## config.mk

```make
export PLATFORM = sky130hd
export DESIGN_NAME = srecord_s1_loader
export DESIGN_NICKNAME = d
export VERILOG_FILES = /design/src/design/srl_pkg.sv /design/src/design/srl_front.sv /design/src/design/srl_queue.sv /design/src/design/srl_back.sv /design/src/design/srecord_s1_loader.sv
export SDC_FILE = /design/constraint.sdc
export NUM_CORES = 1
export LEC_CHECK = 0
export BUFFER_PORTS_ARGS = -buffer_cell sky130_fd_sc_hd__clkbuf_2
export CORE_AREA = 2 2 128 105
export CTS_CLUSTER_SIZE = 30
export DETAILED_ROUTE_END_ITERATION = 6
export DIE_AREA = 0 0 130 107
export PLACE_DENSITY = 0.79
export SYNTH_ARGS = -nofsm -noshare
export SYNTH_HDL_FRONTEND = slang
export SYNTH_HIERARCHICAL = 1
export SYNTH_SLANG_ARGS = --single-unit
```

## constraint.sdc

```tcl
create_clock -name aclk -period 9.9 [get_ports aclk]
set_input_delay 1.98 -clock aclk [delete_from_list [all_inputs] [get_ports aclk]]
set_output_delay 1.98 -clock aclk [all_outputs]
set_load 0.05 [all_outputs]
```

## src/design/srl_pkg.sv

```systemverilog
// Shared types and constants for the S-record S1 loader.
// Depends on nothing; imported by the front, queue, back and top modules of the block.
`timescale 1ns / 1ps

package srl_pkg;

    localparam int QUEUE_DEPTH_DEF = 4;

    localparam logic [7:0] CHAR_S   = 8'h53;
    localparam logic [7:0] CHAR_ONE = 8'h31;
    localparam logic [7:0] CHAR_0   = 8'h30;
    localparam logic [7:0] CHAR_9   = 8'h39;
    localparam logic [7:0] CHAR_A   = 8'h41;
    localparam logic [7:0] CHAR_F   = 8'h46;
    localparam logic [7:0] COUNT_OVERHEAD = 8'd3;

    typedef struct packed {
        logic [15:0] addr;
        logic [7:0]  data;
    } wr_beat_t;

    typedef struct packed {
        logic full;
        logic empty;
    } q_stat_t;

endpackage

```

## src/design/srl_front.sv

```systemverilog
// Front end: accepts characters, runs the record parser, pushes write beats.
// Depends on srl_pkg.
`timescale 1ns / 1ps

module srl_front (
    input  logic             aclk,
    input  logic             aresetn,
    input  logic             s_valid,
    output logic             s_ready,
    input  logic [7:0]       s_char_in,
    input  srl_pkg::q_stat_t q_stat,
    output logic             push_valid,
    output srl_pkg::wr_beat_t push_beat
);
    import srl_pkg::*;

    typedef enum logic [6:0] {
        PH_HUNT    = 7'b0000001,
        PH_TYPE    = 7'b0000010,
        PH_CNT_HI  = 7'b0000100,
        PH_CNT_LO  = 7'b0001000,
        PH_ADDR    = 7'b0010000,
        PH_DATA_HI = 7'b0100000,
        PH_DATA_LO = 7'b1000000
    } phase_t;

    phase_t      phase_reg, phase_next;
    logic [1:0]  digit_reg, digit_next;
    logic [3:0]  high_nibble_reg, high_nibble_next;
    logic [7:0]  bytes_left_reg, bytes_left_next;
    logic [15:0] addr_reg, addr_next;
    logic [3:0]  nib;
    logic [7:0]  count;
    logic        accept;

    function automatic logic [3:0] digit_value(input logic [7:0] ch);
        logic [7:0] diff;
        diff = 8'd0;
        if (ch >= CHAR_0 && ch <= CHAR_9) begin
            diff = ch - CHAR_0;
        end else if (ch >= CHAR_A && ch <= CHAR_F) begin
            diff = ch - CHAR_A + 8'd10;
        end
        return diff[3:0];
    endfunction

    assign nib     = digit_value(s_char_in);
    assign count   = {high_nibble_reg, nib};
    assign s_ready = !(phase_reg == PH_DATA_LO && q_stat.full);
    assign accept  = s_valid && s_ready;

    assign push_valid     = accept && (phase_reg == PH_DATA_LO);
    assign push_beat.addr = addr_reg;
    assign push_beat.data = {high_nibble_reg, nib};

    always_comb begin
        phase_next       = phase_reg;
        digit_next       = digit_reg;
        high_nibble_next = high_nibble_reg;
        bytes_left_next  = bytes_left_reg;
        addr_next        = addr_reg;
        if (accept) begin
            unique case (phase_reg)
                PH_TYPE: begin
                    phase_next = (s_char_in == CHAR_ONE) ? PH_CNT_HI : PH_HUNT;
                end
                PH_CNT_HI: begin
                    high_nibble_next = nib;
                    phase_next       = PH_CNT_LO;
                end
                PH_CNT_LO: begin
                    bytes_left_next = (count < COUNT_OVERHEAD) ? 8'd0 : count - COUNT_OVERHEAD;
                    digit_next      = 2'd0;
                    phase_next      = PH_ADDR;
                end
                PH_ADDR: begin
                    addr_next  = {addr_reg[11:0], nib};
                    digit_next = digit_reg + 2'd1;
                    if (digit_reg == 2'd3) begin
                        phase_next = (bytes_left_reg == 8'd0) ? PH_HUNT : PH_DATA_HI;
                    end
                end
                PH_DATA_HI: begin
                    high_nibble_next = nib;
                    phase_next       = PH_DATA_LO;
                end
                PH_DATA_LO: begin
                    addr_next       = addr_reg + 16'd1;
                    bytes_left_next = bytes_left_reg - 8'd1;
                    phase_next      = (bytes_left_reg == 8'd1) ? PH_HUNT : PH_DATA_HI;
                end
                default: begin
                    phase_next = (s_char_in == CHAR_S) ? PH_TYPE : PH_HUNT;
                end
            endcase
        end
    end

    always_ff @(posedge aclk) begin
        if (!aresetn) begin
            phase_reg       <= PH_HUNT;
            digit_reg       <= 2'd0;
            high_nibble_reg <= 4'd0;
            bytes_left_reg  <= 8'd0;
            addr_reg        <= 16'd0;
        end else begin
            phase_reg       <= phase_next;
            digit_reg       <= digit_next;
            high_nibble_reg <= high_nibble_next;
            bytes_left_reg  <= bytes_left_next;
            addr_reg        <= addr_next;
        end
    end

endmodule

```

## src/design/srl_queue.sv

```systemverilog
// Short beat queue between the parser and the output stage.
// Depends on srl_pkg.
`timescale 1ns / 1ps

module srl_queue #(
    parameter int DEPTH = srl_pkg::QUEUE_DEPTH_DEF
) (
    input  logic              aclk,
    input  logic              aresetn,
    input  logic              push_valid,
    input  srl_pkg::wr_beat_t push_beat,
    input  logic              pop,
    output srl_pkg::wr_beat_t head_beat,
    output srl_pkg::q_stat_t  q_stat
);
    import srl_pkg::*;

    localparam int PTR_W = (DEPTH > 1) ? $clog2(DEPTH) : 1;
    localparam int CNT_W = $clog2(DEPTH + 1);

    wr_beat_t         mem [DEPTH];
    logic [PTR_W-1:0] wr_ptr_reg, wr_ptr_next;
    logic [PTR_W-1:0] rd_ptr_reg, rd_ptr_next;
    logic [CNT_W-1:0] count_reg, count_next;
    logic             do_push, do_pop;

    assign q_stat.full  = (count_reg == CNT_W'(DEPTH));
    assign q_stat.empty = (count_reg == '0);
    assign do_push      = push_valid && !q_stat.full;
    assign do_pop       = pop && !q_stat.empty;
    assign head_beat    = mem[rd_ptr_reg];

    always_comb begin
        wr_ptr_next = wr_ptr_reg;
        rd_ptr_next = rd_ptr_reg;
        if (do_push) begin
            wr_ptr_next = (wr_ptr_reg == PTR_W'(DEPTH - 1)) ? '0 : wr_ptr_reg + PTR_W'(1);
        end
        if (do_pop) begin
            rd_ptr_next = (rd_ptr_reg == PTR_W'(DEPTH - 1)) ? '0 : rd_ptr_reg + PTR_W'(1);
        end
        count_next = count_reg + CNT_W'(do_push) - CNT_W'(do_pop);
    end

    always_ff @(posedge aclk) begin
        if (do_push) begin
            mem[wr_ptr_reg] <= push_beat;
        end
    end

    always_ff @(posedge aclk) begin
        if (!aresetn) begin
            wr_ptr_reg <= '0;
            rd_ptr_reg <= '0;
            count_reg  <= '0;
        end else begin
            wr_ptr_reg <= wr_ptr_next;
            rd_ptr_reg <= rd_ptr_next;
            count_reg  <= count_next;
        end
    end

endmodule

```

## src/design/srl_back.sv

```systemverilog
// Back end: output register that drains the queue onto the write channel.
// Depends on srl_pkg.
`timescale 1ns / 1ps

module srl_back (
    input  logic              aclk,
    input  logic              aresetn,
    input  srl_pkg::q_stat_t  q_stat,
    input  srl_pkg::wr_beat_t head_beat,
    output logic              pop,
    output logic              m_valid,
    input  logic              m_ready,
    output logic [15:0]       m_write_address,
    output logic [7:0]        m_write_data
);
    import srl_pkg::*;

    logic     valid_reg;
    wr_beat_t beat_reg;

    assign pop             = !q_stat.empty && (!valid_reg || m_ready);
    assign m_valid         = valid_reg;
    assign m_write_address = beat_reg.addr;
    assign m_write_data    = beat_reg.data;

    always_ff @(posedge aclk) begin
        if (!aresetn) begin
            valid_reg <= 1'b0;
        end else if (pop) begin
            valid_reg <= 1'b1;
        end else if (m_ready) begin
            valid_reg <= 1'b0;
        end
    end

    always_ff @(posedge aclk) begin
        if (pop) begin
            beat_reg <= head_beat;
        end
    end

endmodule

```

## src/design/srecord_s1_loader.sv

```systemverilog
// S-record S1 loader: one character per cycle in, one memory write per data byte out.
// A write beat enters the beat queue at the edge accepting its second data digit,
// then the output register behind m_valid. Throughput: one character per cycle;
// the parser stalls only on a data low digit while the QUEUE_DEPTH queue is full.
// Reset: synchronous, active-low aresetn returns the parser to hunting for 'S',
// clears address, count and the queue.
`timescale 1ns / 1ps

module srecord_s1_loader #(
    parameter int QUEUE_DEPTH = srl_pkg::QUEUE_DEPTH_DEF
) (
    input  logic        aclk,
    input  logic        aresetn,
    input  logic        s_valid,
    output logic        s_ready,
    input  logic [7:0]  s_char_in,
    output logic        m_valid,
    input  logic        m_ready,
    output logic [15:0] m_write_address,
    output logic [7:0]  m_write_data
);
    import srl_pkg::*;

    q_stat_t  q_stat;
    wr_beat_t push_beat;
    wr_beat_t head_beat;
    logic     push_valid;
    logic     pop;

    srl_front u_front (
        .aclk       (aclk),
        .aresetn    (aresetn),
        .s_valid    (s_valid),
        .s_ready    (s_ready),
        .s_char_in  (s_char_in),
        .q_stat     (q_stat),
        .push_valid (push_valid),
        .push_beat  (push_beat)
    );

    srl_queue #(
        .DEPTH (QUEUE_DEPTH)
    ) u_queue (
        .aclk       (aclk),
        .aresetn    (aresetn),
        .push_valid (push_valid),
        .push_beat  (push_beat),
        .pop        (pop),
        .head_beat  (head_beat),
        .q_stat     (q_stat)
    );

    srl_back u_back (
        .aclk            (aclk),
        .aresetn         (aresetn),
        .q_stat          (q_stat),
        .head_beat       (head_beat),
        .pop             (pop),
        .m_valid         (m_valid),
        .m_ready         (m_ready),
        .m_write_address (m_write_address),
        .m_write_data    (m_write_data)
    );

endmodule

```

# After elaboration in Yosys (flattened, before gate mapping)

Memories as Yosys holds them, arrays and structs flattened. A register that Yosys moved wholly into a read port is not among the register bits.
Index checks and enable logic that the tools add are counted.

Output and inout port bits: 26
RAM bits: 96
Word-level logic and storage cells: 83
Memories kept: 1
Register bits after elaboration: 45
Input bits: 12

Equality and inequality tests: 14
$lt $le $gt $ge: 5
Mux-type cells: 18
Add/subtract/negate cells: 11
Reduce and logical (&&, ||, !) cells: 25

Memories:

| memory      | words | bits a word | read ports | clocked after Yosys merged registers in | write ports | line            | RTL |
|---|---|---|---|---|---|---|---|
| u_queue.mem | 4     | 24          | 1          | 1                                       | 1           | srl_queue.sv:21 | `wr_beat_t mem [DEPTH];` |

Operators by type and width:

| kind                    | count |
|---|---|
| $pmux W7 S6             | 1 |
| $pmux W16 S2            | 1 |
| $add A16 B1 Y16 const B | 1 |
| $pmux W8 S2             | 1 |
| $mux W6                 | 2 |
| $reduce_and A2 Y1       | 5 |
| $eq A8 B1 Y1 const B    | 1 |
| $eq A8 B6 Y1 const B    | 1 |
| $eq A8 B7 Y1 const B    | 1 |
| $ge A8 B6 Y1 const B    | 1 |
| $ge A8 B7 Y1 const B    | 1 |
| $le A8 B6 Y1 const B    | 1 |
| $le A8 B7 Y1 const B    | 1 |
| $logic_and A1 B1 Y1     | 8 |
| $logic_not A8 Y1        | 1 |
| $lt A8 B2 Y1 const B    | 1 |
| $mux W4                 | 2 |
| $mux W8                 | 1 |
| $reduce_bool A2 Y1      | 4 |
| $sub A4 B1 Y4 const B   | 2 |
| $sub A8 B1 Y8 const B   | 1 |
| $sub A8 B2 Y8 const B   | 1 |
| $eq A7 B2 Y1 const B    | 1 |
| $eq A7 B3 Y1 const B    | 1 |
| other kinds (20)        | 32 |

# Longest topological paths before layout

Depth after elaboration: 8
Mapped depth: 16
Depth with buffers taken out: 13

# Cells and area by module

Netlist, hierarchy kept.

By module, submodules not included:

| module    | times used | area each (um2) | seq. area each (um2) | cells each |
|---|---|---|---|---|
| srl_queue | 1          | 3985.1          | 3062.9               | 178 |
| srl_front | 1          | 2717.6          | 740.7                | 359 |
| srl_back  | 1          | 764.5           | 740.7                | 28 |

# Least setup slack after synthesis

OpenSTA, ideal clock, no wires.

Kind: input to register
From: input port m_ready
To: register u_queue.count_reg[2]
Data arrival time: 4909 ps
Path buffers: 0
Required time: 9785 ps
Stages: 12
Setup slack: 4877 ps
Library setup time: 115 ps
Path through: nand2b_1 -> nor2b_1 -> o31ai_1 -> inv_1 -> ha_1 -> inv_1 -> ha_1 -> inv_1 -> fa_1 -> xnor2_1 -> xnor2_1 -> and2_1

Longest elaborated chain between the ends: 4

RTL lines:

| item                 | line                    | RTL |
|---|---|---|
| start, declared      | srecord_s1_loader.sv:18 | `input logic m_ready,` |
| $logic_or A1 B1 Y1   | srl_back.sv:21          | `assign pop = !q_stat.empty && (!valid_reg \|\| m_ready);` |
| $logic_and A1 B1 Y1  | srl_back.sv:21          |  |
| named net pop        | srecord_s1_loader.sv:28 | `logic pop;` |
| $logic_and A1 B1 Y1  | srl_queue.sv:30         | `assign do_pop = pop && !q_stat.empty;` |
| $sub A3 B1 Y3        | srl_queue.sv:42         | `count_next = count_reg + CNT_W'(do_push) - CNT_W'(do_pop);` |
| end signal, assigned | srl_queue.sv:59         | `count_reg <= count_next;` |
| end, declared        | srl_queue.sv:24         | `logic [CNT_W-1:0] count_reg, count_next;` |

The timed path passes the listed nets, and every way through them passes these cells.
A chain may end at the register's enable or synchronous reset.

# Final worst setup path

From: input port s_valid
To: register u_queue.count_reg[2]

Longest elaborated chain between the ends: 5

RTL lines:

| item                 | line                    | RTL |
|---|---|---|
| start, declared      | srecord_s1_loader.sv:14 | `input logic s_valid,` |
| $logic_and A1 B1 Y1  | srl_front.sv:50         | `assign accept = s_valid && s_ready;` |
| $logic_and A1 B1 Y1  | srl_front.sv:52         | `assign push_valid = accept && (phase_reg == PH_DATA_LO);` |
| named net push_valid | srecord_s1_loader.sv:27 | `logic push_valid;` |
| $logic_and A1 B1 Y1  | srl_queue.sv:29         | `assign do_push = push_valid && !q_stat.full;` |
| $add A3 B1 Y3        | srl_queue.sv:42         |  |
| $sub A3 B1 Y3        | srl_queue.sv:42         |  |

The timed path passes the listed nets, and every way through them passes these cells.

==> metrics.csv <==
stage;metric;value;unit
run_status;status;complete, no violations;
floorplan;Rows;37;
power;peak supply drop;139;uV
placed_design;placer congestion estimate;0.836;
route;drt first-iter violations;330;
synth;sequential fraction of the synthesis area;0.609;
setup_path;largest fanout on the critical path;9;
synth;syn_nets;593;
setup_path;Crit path max-delay family;simple AND/OR/NAND/NOR gates;
synth;Top FF cell, synth;edfxtp_1;
synth;Mapped Cells;565;
cells_and_area;# nets final;627;
floorplan;Die Span X;130;um
timing;post-layout minimum cycle time;4.27;ns
floorplan;core area;12600;sq um
floorplan;Die H;107;um
grt;GRT Overall Usage;0.224;
worst_hold_path;Tightest Hold Check Type;reg2reg;
synth;Synthesis Warnings;6;
worst_hold_path;hold endpoint;u_back/m_valid$_SDFFE_PN0P_;
timing;Post-Route Skew;0.00640;ns
setup_path;Slowest cell on crit path;nor2b_1;
timing;final period utilization;0.432;
setup_path;Worst R2R Start;u_front/phase_reg[5]$_SDFFE_PN0P_;
cells_and_area;share of cells above drive strength 1;0.188;
grt;GR Overflow Total;0;
route;1st-pass router iterations;5;
synth;number of flops mapped to enable cells by yosys;120;
clocking;hold buffer count at CTS;0;
clocking;post-CTS sizing;0;
synth;area of the mapped netlist;7470;sq um
clocking;TritonCTS clock tree;yes;
cells_and_area;max FFs per register;96;
clocking;htree depth;4;
setup_path;Crit path arrival time;4.59;ns
floorplan;I/O pins;38;
clocking;setup repair bufs after CTS;0;
cells_and_area;Finished Layout Cells;787;
setup_path;WP buf/inv;4;
timing;worst slew pin tran;1.20;ns
floorplan;Initial Util;0.591;
route;WL final;14.2;mm
route;drt wl/cell;18.1;um
power;Pleak;2.96;nW
timing;Max Clock Freq;0.234;GHz
clocking;Clock Path Buffers;2;
setup_path;CP most frequent cell;inv_1;
power;Total Power;1.50;mW
clocking;CTS root buf;clkbuf_16;
route;antenna viol nets, final;0;
timing;Hold WS;0.503;ns
setup_path;worst r2r path cells;13;
setup_path;kind of critical path;in2reg;
placed_design;HPWL after DPL;8.79;mm
timing;Worst slew margin;0.196;
timing;RSZ-0062 raised after global routing;false;
timing;Final Max Slew Viols;0;
placed_design;post-placement cell count;755;
clocking;Worst-Skew Late Latency;0.42;ns
worst_hold_path;Worst Hold Path Cells;2;
clocking;CTS buffer count;17;
grt;number of global-route vias before repair;4625;
synth;Avg Cell Area, Syn;13.2;sq um
synth;share of the synthesized area in the top cell type;0.483;
route;vias after detailed routing;4759;
setup_path;CP endpoint kind;flip-flop;
synth;ys async rst share;0;
clocking;Clock transition at path regs;0.06;ns
grt;antenna violations before repair;0;
setup_path;CP max stage delay;0.45;ns
cells_and_area;most frequent cells in the layout;edfxtp_1, dfxtp_1, nand2_1, nor2_1, clkbuf_2;
synth;synth unique cells;75;
timing;final setup fails;0;
setup_path;cells along the critical path;clkbuf_2 -> and3_1 -> and2_1 -> nor2b_1 -> inv_1 -> ha_1 -> inv_1 -> ha_1 -> inv_1 -> fa_1 -> xnor2_1 -> xnor2_1 -> and2_1;
floorplan;die area;13900;sq um
cells_and_area;most common cell after layout, fill and taps aside;edfxtp_1;
synth;most area-consuming cells after synthesis;edfxtp_1, dfxtp_1, mux4_2, ha_1, nand2_1;
synth;area leader, netlist;edfxtp_1;
timing;setup TNS;0;ns
cells_and_area;Final Util;0.668;
grt;largest net degree at the start of global routing;32;
cells_and_area;Area growth syn-to-layout;13.1;%
worst_hold_path;min-delay src;u_back/m_valid$_SDFFE_PN0P_;
placed_design;Port Buffers;37;
route;Via density;6.05;
clocking;CTS Sinks;167;
route;Remaining DRCs;0;
power;Pwr Density;177;nW/um^2
setup_path;Reg2Reg Capture Point;u_queue/count_reg[2]$_SDFF_PN0_;
setup_path;startpoint type of the worst setup path;input pin;
cells_and_area;n_diodes;0;
synth;Yosys reg bits;167;
grt;first-pass GRT wire length;23.5;mm
flow_run;Max-Cap Viols;0;
setup_path;flop2flop setup slack;6.34;ns
setup_path;CP Data Required Time;10.22;ns
timing;Hold Vio Cnt, Final;0;
[cells in the mapped netlist (4+ instances only)]
library cell,number
clkbuf_1,23
a211oi_1,6
nand2_1,40
inv_1,16
edfxtp_1,120
a31oi_1,5
dfxtp_1,47
nand3_1,14
nand2b_1,5
o21ai_1,12
ha_1,15
nand4_1,5
xnor2_1,8
o21ai_0,12
xor2_1,7
o22ai_1,4
a21oi_1,26
mux4_2,20
mux2i_1,6
nor3_1,15
and2_1,12
nor2_1,38
nor3b_1,6
mux4_1,4
a22oi_1,4
nor2b_1,6
nor4_1,4
buf_2,4
o211ai_1,4
and3_1,6
o221ai_1,5
[cell type report]
type                       count  area [sq um]
clock buffer                  17           425
clock inverter                15           235
fill                         864          4200
inverter                      17          63.8
multi-input combinational    351          2710
sequential                   167          4540
tap                          175           219
timing repair buffer          45           245
[tightest hold or removal path: cells and delay by family, from the launching register on]
| kind | cells | cell delay (ns) |
|---|---|---|
| and+or+nand+nor | 1 | 0.09 |
| AOI/OAI and AO/OA | 1 | 0.06 |
| DFF | 1 | 0.31 |
[power by group]
group	internal [mW]	switching [mW]
combinational	0.00897	0.0167
sequential	0.740	0.000963
clock	0.454	0.277
total	1.20	0.295
[routing by layer]
layer / track usage / routed length [um] / vias to the layer above
li1: - / - / 2237
met1: 0.302 / 6300 / 2358
met2: 0.358 / 7070 / 142
met3: 0.0534 / 647 / 22
met4: 0.0806 / 225 / 0
met5: 0 / 0 / -
[stage by stage]
step	worst slack, ns	instance area (sq um)
5_1_grt	5.42	8440
4_1_cts	5.65	8440
2_1_floorplan	4.88	7470
3_3_place_gp	5.31	7780
6_report	5.63	8440
3_5_place_dp	5.24	7780
[cell families after synthesis]
kind of cell / Yosys count / share of synthesized area
and+or+nand+nor: 175 / 0.124
DFF: 167 / 0.609
AOI/OAI and AO/OA: 115 / 0.110
buffers and inverters: 47 / 0.0297
muxes: 30 / 0.0824
adders and majority gates: 16 / 0.0278
xor gates and xnor gates: 15 / 0.0176
[worst max path at each step]
stage	slack, ns	cells after the start	start	to
floorplan	4.88	12	m_ready	u_queue/count_reg[2]$_SDFF_PN0_
global placement	5.31	13	s_valid	u_queue/count_reg[2]$_SDFF_PN0_
detailed placement	5.24	13	s_valid	u_queue/count_reg[2]$_SDFF_PN0_
CTS	5.65	13	s_valid	u_queue/count_reg[2]$_SDFF_PN0_
global route	5.42	13	s_valid	u_queue/count_reg[2]$_SDFF_PN0_
finish	5.63	13	s_valid	u_queue/count_reg[2]$_SDFF_PN0_
Power figures use the tool's default switching activity.
